==> config.mk <==
export PLATFORM = sky130hd
export DESIGN_NAME = knph_front
export DESIGN_NICKNAME = d
export VERILOG_FILES = /design/src/design/knph_pkg.sv /design/src/design/knph_front.sv
export SDC_FILE = /design/constraint.sdc
export NUM_CORES = 1
export LEC_CHECK = 0
export BUFFER_PORTS_ARGS = -buffer_cell sky130_fd_sc_hd__buf_2
export CORE_ASPECT_RATIO = 0.6
export CORE_MARGIN = 2
export CORE_UTILIZATION = 50
export DETAILED_ROUTE_END_ITERATION = 12
export PLACE_DENSITY = 0.67
export SLEW_MARGIN = 20
export SYNTH_ARGS = -nofsm -noshare
export SYNTH_HDL_FRONTEND = slang
export SYNTH_SLANG_ARGS = --single-unit
==> constraint.sdc <==
create_clock -name clock -period 7.7 [get_ports clock]
set_clock_uncertainty 0.2 [all_clocks]
set_input_delay 1.925 -clock clock [delete_from_list [all_inputs] [get_ports clock]]
set_output_delay 1.925 -clock clock [all_outputs]
set_load 0.03 [all_outputs]
==> src/design/knph_pkg.sv <==
// Shared types and constants for the k nearest points heap.
package knph_pkg;

   localparam int QUEUE_DEPTH = 4;

   localparam logic KIND_OFFER = 1'b0;
   localparam logic KIND_DRAIN = 1'b1;

   typedef struct packed {
      logic [31:0]        sq_dist;
      logic signed [15:0] x;
      logic signed [15:0] y;
   } point_type;

   typedef struct packed {
      logic      drain;
      point_type pt;
   } job_type;

endpackage

==> src/design/knph_front.sv <==
// Front stage: accept request transactions and compute squared distance.
module knph_front (
   input  logic                      clock,
   input  logic                      reset,
   input  logic                      req_tvalid,
   output logic                      req_tready,
   input  logic [31:0]               req_tdata,   // [15:0] x_coord, [31:16] y_coord
   input  logic                      req_tuser,   // [0] kind
   output logic                      job_valid,
   input  logic                      job_ready,
   output knph_pkg::job_type         job
);

   logic               s_valid_ff, s_valid_in;
   logic               s_kind_ff;
   logic signed [15:0] s_x_ff;
   logic signed [15:0] s_y_ff;
   logic [31:0]        s_xx_ff;
   logic [31:0]        s_yy_ff;
   logic signed [15:0] in_x;
   logic signed [15:0] in_y;
   logic signed [31:0] xx_prod;
   logic signed [31:0] yy_prod;
   logic               advance;

   assign in_x    = req_tdata[15:0];
   assign in_y    = req_tdata[31:16];
   assign xx_prod = in_x * in_x;
   assign yy_prod = in_y * in_y;

   assign advance    = !s_valid_ff || job_ready;
   assign req_tready = advance;
   assign s_valid_in = advance ? req_tvalid : s_valid_ff;

   always_ff @(posedge clock) begin
      if (reset) begin
         s_valid_ff <= 1'b0;
      end else begin
         s_valid_ff <= s_valid_in;
      end
   end

   always_ff @(posedge clock) begin
      if (advance && req_tvalid) begin
         s_kind_ff <= req_tuser;
         s_x_ff    <= in_x;
         s_y_ff    <= in_y;
         s_xx_ff   <= unsigned'(xx_prod);
         s_yy_ff   <= unsigned'(yy_prod);
      end
   end

   assign job_valid      = s_valid_ff;
   assign job.drain      = s_kind_ff;
   assign job.pt.sq_dist = s_xx_ff + s_yy_ff;
   assign job.pt.x       = s_x_ff;
   assign job.pt.y       = s_y_ff;

endmodule

======== Word level (Yosys, flattened, before mapping) ========
Cells that the tools add are included.
operators by class
  add/subtract/negate cells ............... 1
  multipliers ............................. 2
  reductions and logical operators ........ 3
operators by type and width
  kind                          count
  multiplier 16 x 16 -> 32 bit  2
  adder 32 bit                  1
  logical AND 1 bit             1
  logical NOT 1 bit             1
  logical OR 1 bit              1
storage, ports and cells
  logic and storage cells ................. 12
  register bits ........................... 98

======== Longest topological paths before layout ========
  word-level depth ........................ 3
  depth in mapped cells ................... 24
  mapped depth without buffers ............ 23

======== Least setup slack after synthesis ========
OpenSTA, ideal clock, no wires.
  path kind ............................... input port to flip-flop
  from .................................... in req_tdata[31]
  to ...................................... reg s_yy_ff[28], data pin
  arrival ................................. 7.531 ns
  stages .................................. 20
  slack ................................... -0.304 ns
  cells stage by stage .................... clkbuf_1 > clkbuf_1 > nand2_1 > fa_1 > inv_1 > fa_1 > fa_1 > fa_1 > fa_1 > inv_1 > fa_1 > inv_1 > ha_1 > a211oi_1 > nand2_1 > o21ai_0 > a31oi_2 > a31oi_1 > mux2i_1 > o2111ai_1
between the ends
  cells in the longest elaborated chain, start to end .. 1
RTL lines
  what                          RTL line          RTL
  start: declaration            knph_front.sv:7   input logic [31:0] req_tdata,
  multiplier 16 x 16 -> 32 bit  knph_front.sv:29  assign yy_prod = in_y * in_y;
  named net yy_prod[28]         knph_front.sv:23  logic signed [31:0] yy_prod;
  end signal: assignment        knph_front.sv:49  s_yy_ff <= unsigned'(yy_prod);
  end: declaration              knph_front.sv:19  logic [31:0] s_yy_ff;
The timed path passes the listed nets, and every way through them passes these cells.
A chain may end at the register's enable or synchronous reset.

======== Final worst setup path ========
  from .................................... in req_tdata[3]
  to ...................................... reg s_xx_ff[27], data pin
between the ends
  cells in the longest elaborated chain, start to end .. 1
RTL lines
  what                          RTL line          RTL
  multiplier 16 x 16 -> 32 bit  knph_front.sv:28  assign xx_prod = in_x * in_x;
  named net xx_prod[27]         knph_front.sv:22  logic signed [31:0] xx_prod;
  end signal: assignment        knph_front.sv:48  s_xx_ff <= unsigned'(xx_prod);
  end: declaration              knph_front.sv:18  logic [31:0] s_xx_ff;
The timed path passes the listed nets, and every way through them passes these cells.

==> key figures <==
STA
  • Final min period: about 7500 ps
  • Slew Viols, Final: 0
  • Period Utilization, post-route: 0.9797
  • Fin worst setup slack: 156.7 ps
  • Final Setup Violations: 0
  • RSZ-0062 raised after global routing: true
  • Setup TNS: 0 ps
  • Final hold vios: 0
  • Rel. slew slack: 0.4150
  • Measured slew at the worst slew-check pin: 877.5 ps
  • Max Clk Rate: 132.6 MHz

CTS
  • CTS clk-pin slew, worst paths: roughly 70 ps
  • CTS buffer count: 9
  • Hold_buf cts: 0
  • # clock sinks: 94
  • Clock Latency Late Sink: about 370 ps
  • CTS tree: yes
  • Root Driver: clkbuf_16
  • Clock buffer depth: 2
  • CTS H-tree lvls: 3

Run status
  • Failing checks: design-rule violations
  • Outcome: complete, but fails checks

Detailed routing
  • Final antenna-violating net count: 0
  • DR vias: 16.20k
  • Drt drc: 3
  • Vias per cell: 5.050
  • Final wirelength: 49,850 µm
  • Pre-antenna DRT Iters: 9
  • Wirelength per Cell: 15.54 µm
  • Iteration-0 DRC count of the detailed router: 932

Floorplanning
  • Initial core utilization: 0.5093
  • IO Count: about 100
  • Rows: 59
  • Chip width: 275.9 µm
  • Core ar.: 43,550 µm²
  • DIE AREA: 46,120 µm²
  • Die H: 167.2 µm

Layout
  • Final net count: 3,339
  • Commonest cells after routing, fill and taps aside: inv_1, fa_1, buf_4, ha_1, nand2_1
  • Post-route cell area: 26,000 µm²
  • Commonest non-fill, non-tap cell in the layout: inv_1
  • Share of post-route cells with drive strength above 1: 0.1776
  • Antenna diodes: 0
  • Fillers: 3,743
  • Area Overhead vs Synth: 17.23%

Critical path
  • CP endpoint kind: register
  • WP data arrival: 7470 ps
  • Critical Path RT: 7620 ps
  • Startpoint class of the critical path: primary input
  • Crit-path max FO: 8
  • CP Class: in -> reg

Global routing
  • GRT Total Usage: 0.2349
  • Busiest layer in global routing: met2
  • First-pass GRT wire length: 85,790 µm
  • Initial antenna violation count: 0
  • Met3 Track Usage GR: 0.04876
  • Vias in the first global route: 17.60k
  • Global routing usage on met2: 0.3699
  • Met1 Usage GRT: 0.3386
  • Largest net degree at the start of global routing: 63
  • Overflow after GRT: 0

Synth
  • Synth top area share: 0.4224
  • Ys Warns: 0
  • Top cells by area, synth: fa_1, edfxtp_1, ha_1
  • Cell count after synthesis: ~2.3k
  • #FFs+latches synth: 94
  • Leading area contributor after synthesis: fa_1
  • Synth Area per Inst: roughly 9.7 µm²
  • Asr flop ratio synth: 0
  • Post-Syn Area: 22,180 µm²
  • Mapped Nets: 2,995
  • Distinct cell type count after synthesis: 66
  • Sequential element share of the synthesized area: 0.1268
  • Ys flop type: edfxtp_1
  • Post-synth EDFFs: 93

Placed design
  • DP Area: around 25,000 µm²
  • Gpl congestion: 0.9220
  • Port bufs: just over 100
  • Pre-CTS setup slack: -456.8 ps
  • Detailed Place HPWL: 43,810 µm

Flow run
  • Max-capacitance violation count: 0

Min path
  • Worst hold path class: reg -> reg
[logic make-up after synthesis]
| logic type | after synthesis | share of synthesized area |
|---|---|---|
| AOI/OAI and AO/OA | 229 | 0.07000 |
| xor gates and xnor gates | 109 | 0.04304 |
| adders and majority gates | 678 | 0.5408 |
| buffers and inverters | 715 | 0.1216 |
| DFF | 94 | 0.1268 |
| muxes | 3 | 0.001354 |
| and+or+nand+nor | 452 | 0.09640 |
[stage by stage]
stage | std cells | utilization | hold WS [ps]
6_report | 3208 | 0.5970 | 326.4
5_1_grt | 3208 | 0.5970 | 377.7
4_1_cts | 3197 | 0.5882 | 335.9
3_5_place_dp | 3181 | 0.5820 | 324.0
3_3_place_gp | 3181 | 0.5820 | 296.2
2_1_floorplan | 2280 | - | 659.5
[registers in the layout, summed over array words and instances (netlist names)]
name	flops
s_xx_ff	30
s_x_ff	16
job_valid	1
s_y_ff	16
s_yy_ff	30
s_kind_ff	1
[cell type report]
type,count,area [µm²],share of cell area
timing repair buffer,387,2760,0.1061
inverter,661,2489,0.09571
tap,579,724.4,0.02786
clock buffer,9,225.2,0.008661
multi-input combinational,1471,16950,0.6519
clock inverter,7,41.29,0.001588
sequential,94,2813,0.1082
[layer usage]
metal	part of all wire	up-vias
met1	0.45	8206
met5	0	-
met4	0.017	0
li1	-	7581
met2	0.47	364
met3	0.067	49
[worst paths after layout]
check,startpoint,endpoint,slack [ps],cells after the start
min reg2reg,job_valid$_SDFFE_PP0N_,job_valid$_SDFFE_PP0N_,330,2
max reg2reg,job_valid$_SDFFE_PP0N_,s_xx_ff[6]$_DFFE_PP_,5320,3
min,job_valid$_SDFFE_PP0N_,job_valid$_SDFFE_PP0N_,330,2
max,req_tdata[3],s_xx_ff[27]$_DFFE_PP_,160,20
[Yosys cell counts (9+ instances only)]
library cell,n
ha_1,210
xor2_1,30
xnor2_1,79
and2_1,85
inv_1,661
a21oi_1,73
a21o_1,25
a211oi_1,11
clkbuf_1,48
edfxtp_1,93
nand2_1,180
nand3_1,21
nand2b_1,16
o21bai_1,10
nor2b_1,14
nor3_1,17
fa_1,468
nor2_1,85
a31o_2,9
o21ai_0,36
[what timing repair did]
action | 4_1_cts | 5_1_grt
endpoints found under the setup margin | 1 | 19
gates cloned | 0 | 0
setup buffers | 0 | 11
resized for setup | 1 | 66
pin swaps | 0 | 23
[critical path, stage by stage]
cell	delay, ps
buf_2	220
inv_1	190
nor2_1	220
fa_2	570
buf_4	180
fa_2	570
fa_1	450
fa_1	570
fa_1	440
fa_1	440
ha_1	200
buf_4	140
o21ai_0	210
nand2b_1	110
and2_1	190
o21ai_0	250
a31oi_2	110
a21o_1	210
a21oi_1	170
xnor2_1	100
Power is left out: the tool's default activity adds up to more than one toggle a clock period on the data nets, which glitch-free logic cannot reach.
