`src/design/knph_pkg.sv`:
```
// Shared types and constants for the k nearest points heap.
package knph_pkg;

   localparam int QUEUE_DEPTH = 4;

   localparam logic KIND_OFFER = 1'b0;
   localparam logic KIND_DRAIN = 1'b1;

   typedef struct packed {
      logic [31:0]        sq_dist;
      logic signed [15:0] x;
      logic signed [15:0] y;
   } point_type;

   typedef struct packed {
      logic      drain;
      point_type pt;
   } job_type;

endpackage

```
`src/design/knph_queue.sv`:
```
// Short job queue between the front stage and the heap engine.
module knph_queue (
   input  logic              clock,
   input  logic              reset,
   input  logic              push_valid,
   output logic              push_ready,
   input  knph_pkg::job_type push_job,
   output logic              pop_valid,
   input  logic              pop_ready,
   output knph_pkg::job_type pop_job
);

   localparam int DEPTH = knph_pkg::QUEUE_DEPTH;
   localparam int PW    = $clog2(DEPTH);

   knph_pkg::job_type slots [DEPTH];
   logic [PW-1:0]     wr_ptr_ff, wr_ptr_in;
   logic [PW-1:0]     rd_ptr_ff, rd_ptr_in;
   logic [PW:0]       count_ff, count_in;
   logic              do_push;
   logic              do_pop;

   assign push_ready = count_ff != (PW + 1)'(DEPTH);
   assign pop_valid  = count_ff != '0;
   assign pop_job    = slots[rd_ptr_ff];
   assign do_push    = push_valid && push_ready;
   assign do_pop     = pop_valid && pop_ready;

   always_comb begin
      wr_ptr_in = do_push ? wr_ptr_ff + 1'b1 : wr_ptr_ff;
      rd_ptr_in = do_pop ? rd_ptr_ff + 1'b1 : rd_ptr_ff;
      count_in  = count_ff;
      if (do_push && !do_pop) begin
         count_in = count_ff + 1'b1;
      end else if (do_pop && !do_push) begin
         count_in = count_ff - 1'b1;
      end
   end

   always_ff @(posedge clock) begin
      if (reset) begin
         wr_ptr_ff <= '0;
         rd_ptr_ff <= '0;
         count_ff  <= '0;
      end else begin
         wr_ptr_ff <= wr_ptr_in;
         rd_ptr_ff <= rd_ptr_in;
         count_ff  <= count_in;
      end
   end

   always_ff @(posedge clock) begin
      if (do_push) begin
         slots[wr_ptr_ff] <= push_job;
      end
   end

endmodule

```
`config.mk`:
```
export PLATFORM = sky130hd
export DESIGN_NAME = knph_queue
export DESIGN_NICKNAME = d
export VERILOG_FILES = /design/src/design/knph_pkg.sv /design/src/design/knph_queue.sv
export SDC_FILE = /design/constraint.sdc
export NUM_CORES = 1
export LEC_CHECK = 0
export BUFFER_PORTS_ARGS = -buffer_cell sky130_fd_sc_hd__buf_4
export CAP_MARGIN = 10
export CORE_ASPECT_RATIO = 1.2
export CORE_MARGIN = 3
export CORE_UTILIZATION = 45
export DETAILED_ROUTE_END_ITERATION = 12
export GPL_ROUTABILITY_DRIVEN = 0
export PLACE_DENSITY = 0.65
export SLEW_MARGIN = 20
export SYNTH_ARGS = -nofsm -noshare
export SYNTH_HDL_FRONTEND = slang
export SYNTH_SLANG_ARGS = --single-unit
```
`constraint.sdc`:
```
create_clock -name clock -period 3.6 [get_ports clock]
set_clock_uncertainty 0.05 [all_clocks]
set_input_delay 0.36 -clock clock [delete_from_list [all_inputs] [get_ports clock]]
set_output_delay 0.36 -clock clock [all_outputs]
set_load 0.005 [all_outputs]
```
; ---- After elaboration in Yosys (flattened, before gate mapping)
; Memory sizes are Yosys's and may differ from the RTL's. A register that Yosys moved wholly into a read port is not among the register bits.
; Index checks and enable logic that the tools add are counted.
[op_classes]
eq_ne = 1
reduce_logical = 8
add_sub_neg = 4
muxes = 6
[op_table]
columns = cell, count
row1 = two-way mux 3 bit, 2
row2 = adder 2 x 1 -> 2 bit (second input constant), 2
row3 = logical AND 1 bit, 4
row4 = two-way mux 2 bit, 2
row5 = adder 3 x 1 -> 3 bit (second input constant), 1
row6 = != test 3 bit (second input constant), 1
row7 = nonzero test 3 bit, 1
row8 = subtractor 3 x 1 -> 3 bit (second input constant), 1
row9 = zero test 1 bit, 2
row10 = two-way mux 1 bit, 2
row11 = nonzero test 2 bit, 1
[word_totals]
register_bits = 7
ramBits = 260
elab_cells = 23
memories = 1
in_bits = 69
out_inout_bits = 67
[memory_table]
columns = name, depth, word_bits, rd, rd_ports_with_merged_regs, wr, line
row1 = slots, 4, 65, 1, 1, 1, knph_queue.sv:16  ; knph_pkg::job_type slots [DEPTH];

; ---- Longest topological paths before layout
; Gate-level depths: netlist (run 1).
[logic_depth]
depth_word = 6
ltp_mapped = 8
ltp_nobuf = 8

; ---- Worst setup path before layout (run 1)
; Ideal clock, no wire load.
[synth_timing]
path_kind = flip-flop to flip-flop
start = register count_ff[0]
end = memory slots[0][0] (netlist bit), enable pin
setup_time_ps = 430
arrival_time_ps = 2333
t_required_ps = 3120
stages_incl_launch_ff = 4
n_path_buf = 0
setup_slack_ps = 787
synth_period_minus_slack_ps = 2813
path_cell_list = dfxtp_1 > nor2_1 > a21boi_2 > and2_1
[synth_via]
elab_chain_cells = 4
[synth_rtl]
columns = element, line
row1 = start: declaration, knph_queue.sv:19  ; logic [PW:0] count_ff, count_in;
row2 = start signal: assignment, knph_queue.sv:48  ; count_ff <= count_in;
row3 = != test 3 bit, knph_queue.sv:23  ; assign push_ready = count_ff != (PW + 1)'(DEPTH);
row4 = logical AND 1 bit, knph_queue.sv:26  ; assign do_push = push_valid && push_ready;
row5 = net do_push, knph_queue.sv:20  ; logic do_push;
row6 = two-way mux 1 bit, knph_queue.sv:53  ; if (do_push) begin
row7 = two-way mux 1 bit (implied by the code), knph_queue.sv:54  ; slots[wr_ptr_ff] <= push_job;
row8 = end: declaration, knph_queue.sv:16
; The timed path passes the listed nets, and every way through them passes these cells.

==> impl_metrics.env, run 1 <==
export IMPL_async_flop_share_pct=0
export IMPL_vdd_drop_max_mv=0.495
export IMPL_clk_latency_ps=510
export IMPL_grt_pass1_vias=5243
export IMPL_cts_buffer_depth=3
export IMPL_synth_fa_ha_area_share_pct=0.835
export IMPL_p_clk_share_pct=30.5
export IMPL_wl_per_cell_um=20.7
export IMPL_avgSynthCellArea_um2=25.6
export IMPL_fp_coreArea_mm2=0.0213
export IMPL_gr_usage_met1_pct=19.9
export IMPL_endpoint_kind="output pin"
export IMPL_initialDrtViolationCount=284
export IMPL_worst_pin_slew_ps=1030
export IMPL_ys_types=24
export IMPL_ys_seq_area_share_pct=80.8
export IMPL_start_kind="register"
export IMPL_max_slew_margin_rel_pct=31.6
export IMPL_finalWorstSetupSlack_ps=798
export IMPL_worstPathRequired_ps=3190
export IMPL_seqPwrFrac_pct=47.6
export IMPL_dr_pass1_iters=4
export IMPL_crit_arrival_ps=2390
export IMPL_hpwl_mm=10.6
export IMPL_combPwrFrac_pct=21.9
export IMPL_cts_setup_buffers=0
export IMPL_io_buffers=135
export IMPL_setup_viol=0
export IMPL_std_cell_rows=58
export IMPL_cap_violations=0
export IMPL_hold_start="reset"
export IMPL_critical_path_peak_fanout=33
export IMPL_num_io_pins=136
export IMPL_fillCellCount=1540
export IMPL_hold_viol_final=0
export IMPL_rsz0062_at_grt="false"
export IMPL_cts_hold_buf=65
export IMPL_p_total_mw=8.55
export IMPL_reg2reg_from="count_ff[0]"
export IMPL_synthSimpleGateAreaFrac_pct=0.848
export IMPL_avgViaCountPerCell=5.25
export IMPL_cts_root_buf="clkbuf_16"
export IMPL_area_delta_synth_final_pct=27.7
export IMPL_grt_overflow_total=0
export IMPL_stdcell_area_mm2=0.0126
export IMPL_power_switching_mw=2.04
export IMPL_cts_sinks=269
export IMPL_drv_slew=0
export IMPL_synth_compound_area_share_pct=0.380
export IMPL_die_height_um=168
export IMPL_ant_nets=0
export IMPL_intPower_mw=6.51
export IMPL_cts_tree="done"
export IMPL_period_needed_ps=2800
export IMPL_fin_nets=678
export IMPL_max_freq_mhz=357
export IMPL_yosys_most_used_dff="edfxtp_1"
export IMPL_wirelength_mm=18.5
export IMPL_drive_above_1_share_pct=39.3
export IMPL_place_ws_ps=1240
export IMPL_antenna_found_initial=0
export IMPL_start_util_pct=46.5
export IMPL_drc=0
export IMPL_route_vias_total=4689
export IMPL_yosys_register_bits=269
export IMPL_swShare_pct=23.9
export IMPL_grt_pass1_wl_mm=28.8
export IMPL_synth_cells=387
export IMPL_grt_max_degree=66
export IMPL_syn_area_mm2=0.00989
export IMPL_h_tree_depth=1
export IMPL_grt_met3_usage_pct=3.24
export IMPL_setup_tns_ps=0
export IMPL_grtUsageTotal_pct=15.5
export IMPL_synth_xor_area_share_pct=0.354
export IMPL_die_area_mm2=0.0238
export IMPL_power_density_mw_per_mm2=677
export IMPL_postPlaceCellArea_mm2=0.0111
export IMPL_die_w_um=141
export IMPL_synth_top_family_by_area="multiplexers"
export IMPL_clkTransAtPathRegs_ps=60
export IMPL_yosys_warnings=0
export IMPL_synth_edff_count=260
export IMPL_gr_usage_met2_pct=27.1
export IMPL_post_route_util_pct=59.4
export IMPL_cts_buffers_inserted=26
export IMPL_n_antenna_cell=0
export IMPL_grt_busiest_layer="met2"
export IMPL_p_leak_nw=4.28
export IMPL_status="finished clean"
export IMPL_critical_path_class="register to output pin"
export IMPL_min_path_type="input port to register"
export IMPL_cts_resized=0
export IMPL_period_share_pct=77.8
export IMPL_synthesis_nets=462
export IMPL_synth_mux_area_share_pct=15.1
power by group through the flow:
| stage | logic, mW | registers (mW) | clock network [mW] |
|---|---|---|---|
| floorplan | 1.21 | 3.94 | 0 |
| global placement | 1.83 | 4.12 | 0 |
| detailed placement | 1.85 | 4.15 | 0 |
| CTS | 1.92 | 4.08 | 2.67 |
| global route | 2.03 | 4.12 | 2.82 |
| finish | 1.87 | 4.07 | 2.61 |
cell families (layout without fill, tap and decap cells):
group,count (synthesis),in the layout
multiplexers,68,68
flip-flops,269,269
XOR/XNOR,4,4
AO/OA/AOI/OAI,5,5
buffers and inverters,18,254
adder cells (fa/ha/maj),6,6
AND/OR/NAND/NOR,17,17
worst paths after layout:
path             endpoint  cells past startpoint  slack (ps)
max           pop_job[44]                      3         800
min              register                      2          30
max reg2reg   count_ff[2]                      8        1240
min reg2reg  rd_ptr_ff[1]                      2         480
synthesized netlist by cell type, types with 2 or more instances:
library cell    n  area share (%)
and2_1          4            0.25
ha_1            5            0.63
nor2_1          8            0.30
inv_1           3            0.11
xor2_1          4            0.35
buf_2           6            0.30
or3_1           2            0.13
mux2i_1         2            0.20
clkbuf_1        2           0.076
nand2b_1        2            0.13
mux4_2         65              15
buf_12          5             1.0
edfxtp_1      260              79
dfxtp_1         9             1.8
area by class of cell:
cell class | instances | area (µm²) | share of cell area [%]
inverter | 3 | 11.3 | 0.0892
timing repair buffer | 203 | 1700 | 13.5
clock buffer | 40 | 776 | 6.14
sequential | 269 | 8000 | 63.3
clock inverter | 8 | 61.3 | 0.486
tap | 270 | 338 | 2.68
multi-input combinational | 100 | 1740 | 13.8
layout by cell type, fill, tap and decap left out, types with 2 or more instances in the layout:
| cell | instances |
|---|---|
| or3_1 | 2 |
| mux4_2 | 65 |
| nor2_1 | 8 |
| dfxtp_4 | 2 |
| clkbuf_1 | 9 |
| clkbuf_16 | 28 |
| buf_4 | 137 |
| clkbuf_8 | 3 |
| clkinv_1 | 5 |
| dfxtp_1 | 7 |
| and2_4 | 4 |
| inv_1 | 3 |
| xor2_1 | 4 |
| nand2b_1 | 2 |
| edfxtp_1 | 260 |
| dlygate4sd3_1 | 65 |
| mux2i_1 | 2 |
| ha_1 | 5 |
metal layers:
metal / wire [µm] / part of all wire [%]
met5: 0 / 0
met4: 389 / 2.1
met3: 1020 / 5.5
met2: 9850 / 53
met1: 7270 / 39
sequential cells by signal (all words and copies together) (netlist names), named ones only:
register	count
count_ff	3
rd_ptr_ff	2
slots	260
wr_ptr_ff	2
worst max-delay path: stages (launching register included):
cell and delay (ps):
dfxtp_4 820, buf_4 370, mux4_2 530, buf_4 150
metrics by stage:
stage	instances	hold WS (ps)
finish	893	29.7
global placement	780	441
floorplan	387	409
global route	893	17.7
CTS	893	6.94
detailed placement	780	460
(Power assumes the default switching activity.)
==> inputs of run 2 (changes only) <==
PLACE_DENSITY = 0.67   (was 0.65)
clock period = 2.47 ns   (was 3.6 ns; I/O delays follow)
==> impl_metrics.env, run 2 (same netlist as run 1, synthesis figures left out) <==
export IMPL_std_cell_rows=58
export IMPL_r2r_end="count_ff[2]"
export IMPL_num_io_pins=136
export IMPL_reg2reg_depth=7
export IMPL_drv_slew=0
export IMPL_clkTransAtPathRegs_ps=60
export IMPL_area_delta_synth_final_pct=30.9
export IMPL_clk_latency_ps=500
export IMPL_hold_viol_final=0
export IMPL_grtUsageTotal_pct=15.4
export IMPL_ant_nets=0
export IMPL_wl_per_cell_um=20.1
export IMPL_grt_pass1_wl_mm=28.6
export IMPL_period_share_pct=92.3
export IMPL_start_util_pct=46.5
export IMPL_critical_path_class="register to register"
export IMPL_dp_cells=791
export IMPL_max_slew_margin_rel_pct=66.7
export IMPL_min_path_cells=4
export IMPL_drive_above_1_share_pct=42.1
export IMPL_cp_slowest_cell="fa_1"
export IMPL_grt_pass1_vias=5134
export IMPL_setup_viol=0
export IMPL_p_leak_nw=4.45
export IMPL_max_freq_mhz=439
export IMPL_vdd_drop_max_mv=0.707
export IMPL_antenna_found_initial=0
export IMPL_top_regs="slots: 260 flops, count_ff: 3 flops"
export IMPL_worstPathRequired_ps=2850
export IMPL_cp_top_family="adder cells"
export IMPL_final_common_cell="edfxtp_1"
export IMPL_stdcell_area_mm2=0.0129
export IMPL_cts_buffer_depth=3
export IMPL_grt_max_degree=35
export IMPL_power_density_mw_per_mm2=1020
export IMPL_die_area_mm2=0.0238
export IMPL_die_w_um=141
export IMPL_wirelength_mm=18.2
export IMPL_path_cells="o31ai_2 -> ha_1 -> inv_1 -> fa_1 -> xor2_1 -> or3_1 -> a21oi_1"
export IMPL_layout_cells_most_common_list="edfxtp_1, buf_4, dlygate4sd3_1"
export IMPL_status="finished clean"
export IMPL_fin_cells=906
export IMPL_largest_register="slots"
export IMPL_rrSetupSlack_ps=190
export IMPL_postPlaceCellArea_mm2=0.0113
export IMPL_fin_nets=693
export IMPL_h_tree_depth=1
export IMPL_hpwl_mm=10.8
export IMPL_endpoint_kind="register"
export IMPL_cpPeakStageDelay_ps=390
export IMPL_reg2reg_from="count_ff[1]"
export IMPL_cts_buffers_inserted=25
export IMPL_crit_arrival_ps=2660
export IMPL_cts_tree="done"
export IMPL_path_buf_inv=1
export IMPL_rsz0062_at_grt="false"
export IMPL_setup_tns_ps=0
export IMPL_grt_overflow_total=0
export IMPL_critical_path_peak_fanout=6
export IMPL_drc=0
export IMPL_worst_pin_slew_ps=493
export IMPL_cts_root_buf="clkbuf_16"
export IMPL_io_buffers=135
export IMPL_min_path_type="input port to register"
export IMPL_n_antenna_cell=0
export IMPL_avgViaCountPerCell=5.18
export IMPL_die_height_um=168
export IMPL_largest_reg_flops=260
export IMPL_fp_coreArea_mm2=0.0213
export IMPL_initialDrtViolationCount=256
export IMPL_p_total_mw=13.1
export IMPL_period_needed_ps=2280
export IMPL_cap_violations=0
export IMPL_hold_start="pop_ready"
export IMPL_dr_pass1_iters=6
export IMPL_start_kind="register"
export IMPL_route_vias_total=4696
export IMPL_cts_sinks=269
[run 2: area by class of cell]
| class | instances | area, µm² |
|---|---|---|
| Fill cell | 1499 | 8320 |
| Sequential cell | 269 | 8000 |
| Timing Repair Buffer | 219 | 1900 |
| Multi-Input combinational cell | 100 | 1750 |
| Clock buffer | 30 | 674 |
| Tap cell | 270 | 338 |
| Clock inverter | 15 | 277 |
| Inverter | 3 | 11.3 |
[run 2: how the worst max path moves through the flow]
stage	from	slack [ps]	depth (start not counted)	endpoint
CTS	count_ff[1]	90	7	count_ff[2]
floorplan	count_ff[0]	360	3	slots[0][0]
global placement	count_ff[0]	380	7	count_ff[2]
detailed placement	count_ff[0]	100	7	count_ff[2]
finish	count_ff[1]	190	7	count_ff[2]
global route	count_ff[0]	40	8	count_ff[2]
[run 2: layer usage]
layer  track usage (%)  part of all wire [%]  up-vias
met5                 0                     0        -
li1                  -                     -     2113
met4              3.46                   1.6        0
met2              27.6                    53      124
met3              2.10                   4.3       24
met1              20.2                    41     2435
[run 2: power by group]
group          switching, mW  internal (mW)
logic                   1.28           1.79
registers              0.192           5.54
clock network           1.56           2.78
total                   3.03           10.1
[run 2: per-stage QoR]
| stage | worst slack [ps] | util [%] | hold slack (ps) |
|---|---|---|---|
| 6_report | 190 | 60.9 | 91.7 |
| 5_1_grt | 35.3 | 60.9 | 105 |
| 4_1_cts | 93.1 | 60.8 | 114 |
| 3_5_place_dp | 98.7 | 53.1 | 400 |
| 3_3_place_gp | 379 | 53.1 | 395 |
| 2_1_floorplan | 360 | - | 296 |
[run 2: repair_timing]
item / 4_1_cts / 5_1_grt
hold endpoints to repair: 267 / 0
setup buffers: 4 / 0
hold buffers: 66 / 0
resized for setup: 0 / 1
setup endpoints to repair: 4 / 1
[run 2: worst min-delay path, delay by kind of cell]
kind	cells	cell delay (ps)
AOI/OAI and AO/OA	1	80
xor gates and xnor gates	1	90
buffers and inverters	1	120
and+or+nand+nor	1	70
